===== config.mk =====
export PLATFORM = sky130hd
export DESIGN_NAME = bank_switch_mapper_with_security_latch
export DESIGN_NICKNAME = d
export VERILOG_FILES = /design/src/sv/bsm_pkg.sv /design/src/sv/bsm_core.sv /design/src/sv/bank_switch_mapper_with_security_latch.sv
export SDC_FILE = /design/constraint.sdc
export NUM_CORES = 1
export LEC_CHECK = 0
export BUFFER_PORTS_ARGS = -buffer_cell sky130_fd_sc_hd__clkbuf_2
export CELL_PAD_IN_SITES_DETAIL_PLACEMENT = 0
export CELL_PAD_IN_SITES_GLOBAL_PLACEMENT = 1
export CORE_MARGIN = 4
export CORE_UTILIZATION = 49
export CTS_CLUSTER_SIZE = 30
export DETAILED_ROUTE_END_ITERATION = 8
export PLACE_DENSITY_LB_ADDON = 0.12
export SYNTH_ARGS = -nofsm -noshare
export SYNTH_HDL_FRONTEND = slang
export SYNTH_SLANG_ARGS = --single-unit

===== constraint.sdc =====
create_clock -name clk_i -period 4.9 [get_ports clk_i]
set_clock_uncertainty 0.15 [all_clocks]
set_input_delay 0.49 -clock clk_i [delete_from_list [all_inputs] [get_ports clk_i]]
set_output_delay 0.49 -clock clk_i [all_outputs]
set_load 0.005 [all_outputs]

===== src/sv/bsm_pkg.sv =====
// Shared types and constants of the bank switch mapper with security latch.
package bsm_pkg;

  typedef enum logic [1:0] {
    OP_WRITE    = 2'd0,
    OP_READ     = 2'd1,
    OP_SCANLINE = 2'd2,
    OP_RESET    = 2'd3
  } bsm_op_e;

  typedef enum logic {
    CFG_ALT_CHR_MODE   = 1'b0,
    CFG_START_PRG_BANK = 1'b1
  } bsm_cfg_idx_e;

  localparam int unsigned AddrW   = 16;
  localparam int unsigned DataW   = 8;
  localparam int unsigned LineW   = 9;
  localparam int unsigned PrgW    = 12;
  localparam int unsigned InDataW = 40;
  localparam int unsigned OutDataW = 24;

  localparam logic [AddrW-1:0] ADDR_RAM_BASE    = 16'h6000;
  localparam logic [AddrW-1:0] ADDR_WIN_BASE    = 16'h4020;
  localparam logic [AddrW-1:0] ADDR_READ_BASE   = 16'h5000;
  localparam logic [AddrW-1:0] ADDR_STROBE      = 16'h5101;
  localparam logic [AddrW-1:0] ADDR_FORCE       = 16'h5100;
  localparam logic [AddrW-1:0] WR_DECODE_MASK   = 16'h7300;
  localparam logic [AddrW-1:0] RD_DECODE_MASK   = 16'h7700;
  localparam logic [AddrW-1:0] WR_SEL_LOW_CTRL  = 16'h5000;
  localparam logic [AddrW-1:0] WR_SEL_HIGH_BITS = 16'h5200;
  localparam logic [AddrW-1:0] WR_SEL_SECURITY  = 16'h5300;
  localparam logic [AddrW-1:0] RD_SEL_SECURITY  = 16'h5100;
  localparam logic [AddrW-1:0] RD_SEL_GATED     = 16'h5500;

  localparam logic [DataW-1:0] FORCE_DATA     = 8'd6;
  localparam logic [DataW-1:0] READ_DEFAULT   = 8'd4;
  localparam logic [PrgW-1:0]  FORCED_PRG     = 12'd3;
  localparam logic [PrgW-1:0]  START_PRG_RST  = 12'd15;
  localparam logic [LineW-1:0] LINE_SPLIT     = 9'd128;
  localparam logic [LineW-1:0] LINE_LAST      = 9'd239;

  typedef struct packed {
    bsm_op_e          operation;
    logic [AddrW-1:0] address;
    logic [DataW-1:0] write_data;
    logic [LineW-1:0] scanline;
    logic             rendering_on;
  } bsm_item_t;

  typedef struct packed {
    logic [DataW-1:0] read_data;
    logic             ram_access;
    logic [PrgW-1:0]  prg_bank;
    logic             chr_low_page;
    logic             chr_high_page;
  } bsm_result_t;

  typedef struct packed {
    logic            alt_chr_mode;
    logic [PrgW-1:0] start_prg_bank;
  } bsm_cfg_t;

endpackage


===== src/sv/bsm_core.sv =====
// Mapper state registers with the decode and update logic for one item.
module bsm_core (
  input  logic                clk_i,
  input  logic                rst_ni,
  input  logic                fire_i,
  input  bsm_pkg::bsm_item_t  item_i,
  input  bsm_pkg::bsm_cfg_t   cfg_i,
  output bsm_pkg::bsm_result_t result_o
);
  import bsm_pkg::*;

  logic [DataW-1:0] high_bits_q, high_bits_d;
  logic [DataW-1:0] low_ctrl_q, low_ctrl_d;
  logic [DataW-1:0] security_q, security_d;
  logic             strobe_q, strobe_d;
  logic             trigger_q, trigger_d;
  logic [PrgW-1:0]  prg_q, prg_d;
  logic             chr_low_q, chr_low_d;
  logic             chr_high_q, chr_high_d;
  logic [DataW-1:0] read_data;
  logic             ram_access;
  logic             line_below_split;

  assign line_below_split = item_i.scanline < LINE_SPLIT;

  always_comb begin
    high_bits_d = high_bits_q;
    low_ctrl_d  = low_ctrl_q;
    security_d  = security_q;
    strobe_d    = strobe_q;
    trigger_d   = trigger_q;
    prg_d       = prg_q;
    chr_low_d   = chr_low_q;
    chr_high_d  = chr_high_q;
    read_data   = '0;
    ram_access  = 1'b0;
    case (item_i.operation)
      OP_WRITE: begin
        if (item_i.address >= ADDR_RAM_BASE) begin
          ram_access = 1'b1;
        end else if (item_i.address >= ADDR_WIN_BASE) begin
          if (item_i.address == ADDR_STROBE) begin
            if (strobe_q && (item_i.write_data == '0)) begin
              trigger_d = ~trigger_q;
            end
            strobe_d = item_i.write_data != '0;
          end else if ((item_i.address == ADDR_FORCE) &&
                       (item_i.write_data == FORCE_DATA)) begin
            prg_d = FORCED_PRG;
          end else begin
            case (item_i.address & WR_DECODE_MASK)
              WR_SEL_LOW_CTRL: begin
                low_ctrl_d = item_i.write_data;
                prg_d      = {high_bits_q, item_i.write_data[3:0]};
                if ((!item_i.write_data[7] && line_below_split) || cfg_i.alt_chr_mode) begin
                  chr_low_d  = 1'b0;
                  chr_high_d = 1'b1;
                end
              end
              WR_SEL_HIGH_BITS: begin
                high_bits_d = item_i.write_data;
                prg_d       = {item_i.write_data, low_ctrl_q[3:0]};
              end
              WR_SEL_SECURITY: begin
                security_d = item_i.write_data;
              end
              default: begin
              end
            endcase
          end
        end
      end
      OP_READ: begin
        if (item_i.address >= ADDR_RAM_BASE) begin
          ram_access = 1'b1;
        end else if (item_i.address >= ADDR_READ_BASE) begin
          case (item_i.address & RD_DECODE_MASK)
            RD_SEL_SECURITY: read_data = security_q;
            RD_SEL_GATED:    read_data = trigger_q ? security_q : '0;
            default:         read_data = READ_DEFAULT;
          endcase
        end else begin
          // Open bus: the high address byte is still on the data lines.
          read_data = item_i.address[AddrW-1:AddrW-DataW];
        end
      end
      OP_SCANLINE: begin
        if (low_ctrl_q[7] && item_i.rendering_on) begin
          if (item_i.scanline == LINE_SPLIT) begin
            chr_low_d  = 1'b1;
            chr_high_d = 1'b1;
          end
          if (cfg_i.alt_chr_mode) begin
            if (line_below_split) begin
              chr_low_d  = 1'b0;
              chr_high_d = 1'b0;
            end
          end else if (item_i.scanline == LINE_LAST) begin
            chr_low_d  = 1'b0;
            chr_high_d = 1'b0;
          end
        end
      end
      OP_RESET: begin
        high_bits_d = '0;
        low_ctrl_d  = '1;
        security_d  = '0;
        strobe_d    = 1'b1;
        trigger_d   = 1'b0;
        prg_d       = cfg_i.start_prg_bank;
      end
      default: begin
      end
    endcase
  end

  always_ff @(posedge clk_i or negedge rst_ni) begin
    if (!rst_ni) begin
      high_bits_q <= '0;
      low_ctrl_q  <= '1;
      security_q  <= '0;
      strobe_q    <= 1'b1;
      trigger_q   <= 1'b0;
      prg_q       <= START_PRG_RST;
      chr_low_q   <= 1'b0;
      chr_high_q  <= 1'b1;
    end else if (fire_i) begin
      high_bits_q <= high_bits_d;
      low_ctrl_q  <= low_ctrl_d;
      security_q  <= security_d;
      strobe_q    <= strobe_d;
      trigger_q   <= trigger_d;
      prg_q       <= prg_d;
      chr_low_q   <= chr_low_d;
      chr_high_q  <= chr_high_d;
    end
  end

  assign result_o.read_data     = read_data;
  assign result_o.ram_access    = ram_access;
  assign result_o.prg_bank      = prg_d;
  assign result_o.chr_low_page  = chr_low_d;
  assign result_o.chr_high_page = chr_high_d;

  // The page pair only ever takes the layouts (0,1), (1,1) and (0,0).
  assert property (@(posedge clk_i) disable iff (!rst_ni) !(chr_low_q && !chr_high_q))
    else $error("pattern pages reached an impossible layout");

  // The program bank always follows the bank bytes after a low control write.
  assert property (@(posedge clk_i) disable iff (!rst_ni)
    (fire_i && item_i.operation == OP_WRITE && item_i.address < ADDR_RAM_BASE &&
     item_i.address >= ADDR_WIN_BASE && item_i.address != ADDR_STROBE &&
     item_i.address != ADDR_FORCE &&
     (item_i.address & WR_DECODE_MASK) == WR_SEL_LOW_CTRL)
    |=> prg_q == {high_bits_q, low_ctrl_q[3:0]})
    else $error("program bank out of step with bank bytes");

endmodule


===== src/sv/bank_switch_mapper_with_security_latch.sv =====
// Top level of the bank switch mapper: stream ports, configuration and pipeline registers.
//
//  Channel   Direction  Transfer when                   Contents
//  s_axis    in         s_axis_tvalid & s_axis_tready   one CPU access, scanline or reset
//  m_axis    out        m_axis_tvalid & m_axis_tready   one result per input item
//  cfg       in         cfg_valid_i & cfg_ready_o       register index and value
//
// Every item passes two registers from input transfer to result transfer: first the input
// register and then the result register, with the decode and state update between.
// A new item is accepted every cycle; the rate is one item per cycle as long as the
// result side keeps taking transfers.
// When the result register is full and not taken, the input register holds its item and
// accepts no new one only once it is full too. Reset empties both stages and loads the
// mapper state with its power-on values; the configuration port is always ready.
module bank_switch_mapper_with_security_latch (
  input  logic                          clk_i,
  input  logic                          rst_ni,
  input  logic                          s_axis_tvalid,
  output logic                          s_axis_tready,
  // tdata: address[15:0], write_data[23:16], scanline[32:24], rendering_on[33], zero pad.
  input  logic [bsm_pkg::InDataW-1:0]   s_axis_tdata,
  // tuser: operation[1:0].
  input  logic [1:0]                    s_axis_tuser,
  output logic                          m_axis_tvalid,
  input  logic                          m_axis_tready,
  // tdata: read_data[7:0], ram_access[8], prg_bank[20:9], chr_low_page[21],
  // chr_high_page[22], zero pad.
  output logic [bsm_pkg::OutDataW-1:0]  m_axis_tdata,
  input  logic                          cfg_valid_i,
  output logic                          cfg_ready_o,
  input  logic                          cfg_index_i,
  input  logic [bsm_pkg::PrgW-1:0]      cfg_data_i
);
  import bsm_pkg::*;

  bsm_item_t   item_q, item_d;
  logic        in_valid_q;
  bsm_result_t result_q, result_d;
  logic        out_valid_q;
  bsm_cfg_t    cfg_q;
  logic        advance;
  logic        in_xfer;

  // The input stage moves forward whenever the result register is empty or being taken.
  assign advance       = in_valid_q && (!out_valid_q || m_axis_tready);
  assign s_axis_tready = !in_valid_q || advance;
  assign in_xfer       = s_axis_tvalid && s_axis_tready;
  assign cfg_ready_o   = 1'b1;

  assign item_d.operation    = bsm_op_e'(s_axis_tuser);
  assign item_d.address      = s_axis_tdata[15:0];
  assign item_d.write_data   = s_axis_tdata[23:16];
  assign item_d.scanline     = s_axis_tdata[32:24];
  assign item_d.rendering_on = s_axis_tdata[33];

  // Configuration registers; the user writes only while no item is in flight; not enforced.
  always_ff @(posedge clk_i or negedge rst_ni) begin
    if (!rst_ni) begin
      cfg_q.alt_chr_mode   <= 1'b0;
      cfg_q.start_prg_bank <= START_PRG_RST;
    end else if (cfg_valid_i) begin
      case (bsm_cfg_idx_e'(cfg_index_i))
        CFG_ALT_CHR_MODE:   cfg_q.alt_chr_mode   <= cfg_data_i[0];
        CFG_START_PRG_BANK: cfg_q.start_prg_bank <= cfg_data_i;
        default: begin
        end
      endcase
    end
  end

  // Input register.
  always_ff @(posedge clk_i or negedge rst_ni) begin
    if (!rst_ni) begin
      in_valid_q <= 1'b0;
    end else if (s_axis_tready) begin
      in_valid_q <= s_axis_tvalid;
    end
  end

  always_ff @(posedge clk_i) begin
    if (in_xfer) begin
      item_q <= item_d;
    end
  end

  // Decode and state update; the state commits when the item enters the result register.
  bsm_core u_core (
    .clk_i    (clk_i),
    .rst_ni   (rst_ni),
    .fire_i   (advance),
    .item_i   (item_q),
    .cfg_i    (cfg_q),
    .result_o (result_d)
  );

  // Result register.
  always_ff @(posedge clk_i or negedge rst_ni) begin
    if (!rst_ni) begin
      out_valid_q <= 1'b0;
    end else if (advance) begin
      out_valid_q <= 1'b1;
    end else if (m_axis_tready) begin
      out_valid_q <= 1'b0;
    end
  end

  always_ff @(posedge clk_i) begin
    if (advance) begin
      result_q <= result_d;
    end
  end

  assign m_axis_tvalid = out_valid_q;
  assign m_axis_tdata  = {1'b0, result_q.chr_high_page, result_q.chr_low_page,
                          result_q.prg_bank, result_q.ram_access, result_q.read_data};

  // The input side stalls only while the input register holds an item.
  assert property (@(posedge clk_i) disable iff (!rst_ni) !s_axis_tready |-> in_valid_q)
    else $error("input stalled with an empty input register");

  // A work RAM access never carries read data.
  assert property (@(posedge clk_i) disable iff (!rst_ni)
    (out_valid_q && result_q.ram_access) |-> result_q.read_data == '0)
    else $error("work RAM access returned mapper data");

  // A reset operation leaves the configured start bank in the result.
  assert property (@(posedge clk_i) disable iff (!rst_ni)
    (advance && item_q.operation == OP_RESET) |=>
    result_q.prg_bank == $past(cfg_q.start_prg_bank))
    else $error("reset operation did not load the start bank");

  // An item only enters the result register when that register can take it.
  assert property (@(posedge clk_i) disable iff (!rst_ni)
    (out_valid_q && !m_axis_tready) |-> !advance)
    else $error("result overwritten while stalled");

endmodule


**Word-level counts from Yosys, hierarchy flattened**

Cells that the tools add are included.

- Register bits after elaboration: 114
- Bits of input ports: 60
- Output and inout bits: 27
- Word-level logic and storage cells: 140

- Order comparisons: 4
- Equal/unequal tests: 22
- Multiplexer cells: 63
- Bitwise gates (word level): 3
- Reductions and logical operators: 26

Operator list:

| cell | number |
|---|---|
| 2-to-1 mux 8 bit | 17 |
| case mux 8 bit (2 select lines) | 4 |
| greater-or-equal comparator 16 x 15 -> 1 bit (second input constant) | 3 |
| 2-to-1 mux 12 bit | 4 |
| case mux 12 bit (2 select lines) | 2 |
| == test 16 x 15 -> 1 bit (second input constant) | 2 |
| 2-to-1 mux 1 bit | 32 |
| AND reduction 7 bit | 3 |
| == test 9 x 8 -> 1 bit (second input constant) | 2 |
| == test 5 bit (second input constant) | 3 |
| == test 6 bit (second input constant) | 2 |
| != test 2 bit (second input constant) | 5 |
| less-than comparator 9 x 8 -> 1 bit (second input constant) | 1 |
| == test 8 x 3 -> 1 bit (second input constant) | 1 |
| logical NOT 8 bit | 1 |
| != test 2 x 1 -> 1 bit (second input constant) | 4 |
| case mux 1 bit (2 select lines) | 4 |
| nonzero test 8 bit | 1 |
| logical AND 1 bit | 6 |
| AND reduction 6 bit | 1 |
| AND reduction 5 bit | 1 |
| == test 2 bit (second input constant) | 2 |
| AND reduction 2 bit | 2 |
| nonzero test 2 bit | 2 |
| other kinds (6) | 13 |

**Logic depth before layout (Yosys ltp)**

- Depth in word-level cells: 10
- Mapped depth: 8
- Gate-level depth less buffers: 6

**By module**

A second synthesis with hierarchy kept.

- Cell total of the unflattened synthesis: 413
- Area, all modules: 5149.9 sq um

Modules (own cells, without submodules):

| module | times used | cells an instance | area an instance (sq um) |
|---|---|---|---|
| bsm_core | 1 | 313 | 2728.9 |
| bank_switch_mapper_with_security_latch | 1 | 100 | 2421.1 |

**Worst setup path before layout**

OpenSTA, ideal clock, no wires.

- Kind: input to register
- Start: in m_axis_tready
- End: reg item_q[0] (netlist bit) (enable)
- Data arrival time: 1.540 ns
- Data required time: 4.353 ns
- Path slack: 2.814 ns
- Cell stages on the path: 2
- Cell sequence: nand3b_1 -> and2_1

- Word-level cells in the longest chain between the ends: 4

Ends and longest elaborated chain:

| item | line | RTL |
|---|---|---|
| start, declared | bank_switch_mapper_with_security_latch.sv:25 | `input logic m_axis_tready,` |
| logical OR 1 bit | bank_switch_mapper_with_security_latch.sv:45 | `assign advance = in_valid_q && (!out_valid_q \|\| m_axis_tready);` |
| logical AND 1 bit | bank_switch_mapper_with_security_latch.sv:45 |  |
| logical OR 1 bit | bank_switch_mapper_with_security_latch.sv:46 | `assign s_axis_tready = !in_valid_q \|\| advance;` |
| logical AND 1 bit | bank_switch_mapper_with_security_latch.sv:47 | `assign in_xfer = s_axis_tvalid && s_axis_tready;` |
| named net in_xfer | bank_switch_mapper_with_security_latch.sv:42 | `logic in_xfer;` |
| end signal, assigned | bank_switch_mapper_with_security_latch.sv:82 | `item_q <= item_d;` |
| end, declared | bank_switch_mapper_with_security_latch.sv:36 | `bsm_item_t item_q, item_d;` |

The timed path passes the listed nets, and every way through them passes these cells.
A chain may end at the register's enable or synchronous reset.

==> out/results.tsv <==
stage	metric	value	unit
placement	hpwl	7780	µm
layout	multi_input_area	2000	µm²
logic_synthesis	synth_edf_count	59	
clock_network	cts_made_buffers	9	
logic_synthesis	synth.area.top_cells	edfxtp_1 34%, dfrtp_1 18%, dfstp_2 7.5%	
timing	final-hold-violation-count	0	
power	irDropWorstVdd	0.000263	V
timing	finalSetupTns	0	ps
logic_synthesis	synth.area.mux_share	8.76	%
worst_setup_path	worst-path-max-fanout	17	
logic_synthesis	synth-adder-area-share	0.957	%
global_route	groute.usage.overall	18.7	%
timing	fin_ws	2050	ps
floorplan	start_util	50.4	%
worst_setup_path	crit_family	simple AND/OR/NAND/NOR gates	
global_route	grt_pass1_wl	18400	µm
timing	fmax	0.351	GHz
timing	setup-violations-final	0	
power	p_leak	0.00239	µW
global_route	grt_pass1_vias	3671	
layout	diodes	0	
logic_synthesis	yosysMostFrequentCell	edfxtp_1	
layout	nets	562	
worst_setup_path	critPathArrivalTime	2850	ps
logic_synthesis	synthTopCellsByCount	59 x edfxtp_1, 41 x nor2_1, 37 x dfrtp_1	
clock_network	clockRootBuffer	clkbuf_8	
clock_network	cts_tree	yes	
placement	numPlacedInstances	623	
clock_network	clk_latency	380	ps
detailed_routing	drc	0	
placement	pre_cts_ws	2150	ps
worst_setup_path	cp_num_buf_inv	0	
logic_synthesis	ys.warnings.count	0	
timing	fin_crit_sh	58.1	%
logic_synthesis	async_reset_ff_share	46.8	%
timing	period_minus_slack	2850	ps
logic_synthesis	syn_avg_cell_area	12.3	µm²
logic_synthesis	synth-xor-area-share	0	%
worst_setup_path	max_stage_delay	950	ps
detailed_routing	via_per_inst	5.69	
worst_setup_path	path_cells	and2b_2, nand4_4, or2_1, a21boi_2, a221oi_1	
outcome	outcome	finished, final reports clean	
clock_network	clkSinkCount	111	
worst_setup_path	critPathLaunchType	flop	
global_route	grt_start_max_net_pins	53	
clock_network	cts-resized-gates	0	
clock_network	cts_max_level	3	
clock_network	clk_pin_slew_worst_paths	100	ps
logic_synthesis	synth-simple-area-share	13.9	%
worst_setup_path	crit_slowest_cell	edfxtp_1	
floorplan	coreArea	10400	µm²
layout	drive_gt1_share	33.2	%
clock_network	postCtsHoldBufs	0	
logic_synthesis	postSynthCellCount	424	
logic_synthesis	yosysTopAreaCell	edfxtp_1	
detailed_routing	wl_per_cell	17.5	µm
logic_synthesis	synth_top_area_share	33.9	%
floorplan	die_y	111	µm
layout	design_area	5930	µm²
detailed_routing	drt_iter0_markers	134	
floorplan	ios	87	
floorplan	die_area	12400	µm²
logic_synthesis	synth_flop_cell	edfxtp_1	
detailed_routing	postRouteAntennaNets	0	
timing	drv_slew	0	
logic_synthesis	synth_seq_cells	111	
placement	placed_area	5710	µm²
layout	areaGrowthSynthToFinish	13.3	%
run	drv_cap	0	
global_route	overflow	0	
logic_synthesis	synth_top_family_by_area	compound AO/OA/AOI/OAI gates	
power	powerDensity	370	nW/µm²
floorplan	row_count	37	
clock_network	post_cts_buffers	0	
timing	rsz0062_at_grt	no	
layout	seq_area	3090	µm²
layout	nFillCells	913	
logic_synthesis	ys_seq_area_share	59.1	%
logic_synthesis	synth_compound_area_share	14.4	%
detailed_routing	first_pass_iters	4	
detailed_routing	wl	11200	µm
clock_network	clk_path_buf_depth	2	
timing	slew_headroom	31.2	%
worst_setup_path	required	4900	ps
logic_synthesis	synth_area	5230	µm²
hold_path	hp-class	primary input to async pin	
layout	final_cells	639	
worst_setup_path	crit_type	flop to flop	
placement	gp_congestion	0.811	
worst_setup_path	end_kind	flop	
floorplan	die_x	111	µm
global_route	antenna_found_initial	0	
placement	numPortBuffers	78	
logic_synthesis	ys_types	59	
detailed_routing	dr_total_vias	3639	
logic_synthesis	syn-num-nets	488	
timing	tightest_slew	1030	ps
==> state kept, by name, indices dropped and copies added, names as in the netlist, 5 cells and up <==
signal and flops:
item_q 36, m_axis_tdata 23, cfg_q 13, u_core.prg_q 12, u_core.high_bits_q 8, u_core.security_q 8, u_core.low_ctrl_q 5
==> where the power goes <==
part           internal, µW  switching (µW)
sequential             1160            86.6
clock                   299             296
combinational           169             184
==> cells by family (layout without fill, tap and decap cells) <==
kind of cell / Yosys count / count (layout)
flops: 111 / 111
other cells: 2 / 2
buf+inv: 27 / 106
mux: 42 / 42
compound gates: 104 / 104
fa+ha+maj: 4 / 4
simple gates: 134 / 134
==> worst register-to-register path: cells and delay by family (launching register included) <==
kind	cells	cell delay [ps]
AND/OR/NAND/NOR	3	1000
AO/OA/AOI/OAI	2	530
flip-flops	1	950
==> path summary, 6_finish.rpt <==
kind	start	end	slack, ps	cells after the start
max	item_q[27]	m_axis_tdata[20]	2050	5
min in group clk_i	s_axis_tdata[16]	item_q[10]	130	1
min reg2reg	u_core.trigger_q	u_core.trigger_q	360	1
max in group asynchronous	rst_ni	in_valid_q	4040	2
min	rst_ni	u_core.security_q[3]	80	2
max reg2reg	item_q[27]	m_axis_tdata[20]	2050	5
==> layout make-up <==
cell class / count / area share [%]
inverter: 9 / 0.570
clock buffer: 14 / 3.12
clock inverter: 2 / 0.591
timing repair buffer: 81 / 6.96
multi-input combinational: 286 / 33.7
sequential: 111 / 52.2
tap: 136 / 2.87
==> cell usage in the layout (no fill, tap or decap), types with 2 or more instances in the layout <==
master / n
o21ai_1: 2
mux2i_1: 12
buf_4: 3
a221oi_1: 20
clkbuf_1: 3
nor4b_1: 2
nor2b_1: 12
o21ai_0: 10
clkbuf_8: 9
clkbuf_2: 78
nand2_1: 33
mux2_2: 30
o22ai_1: 6
a21boi_2: 10
a211oi_1: 3
nand4b_1: 2
nand3_1: 5
a21oi_1: 35
ha_1: 4
inv_1: 9
o41ai_1: 2
dfstp_2: 15
dfrtp_1: 37
nor3_1: 6
nand3b_1: 2
a22o_1: 5
conb_1: 2
clkbuf_16: 2
and2_1: 5
nor2_1: 41
nand2_2: 2
edfxtp_1: 59
nand4_4: 2
and3b_1: 2
o211ai_2: 2
nor2_4: 2
nand2b_1: 5
==> per-stage QoR <==
stage / utilization [%] / hold WS [ps] / total power (µW)
global route: 57.2 / 107 / 2310
detailed placement: 55.0 / 341 / 1620
global placement: 55.0 / 328 / 1600
finish: 57.2 / 81.9 / 2190
CTS: 57.2 / 92.5 / 2220
floorplan: - / 44.4 / 1490
==> per-layer routing <==
metal	part of all wire, %	vias up	global-route usage, %
met5	0	-	0
li1	-	1715	-
met4	1.7	0	6.41
met3	4.4	14	4.09
met1	45	1826	24.9
met2	49	84	30.5
Power figures use the tool's default switching activity.
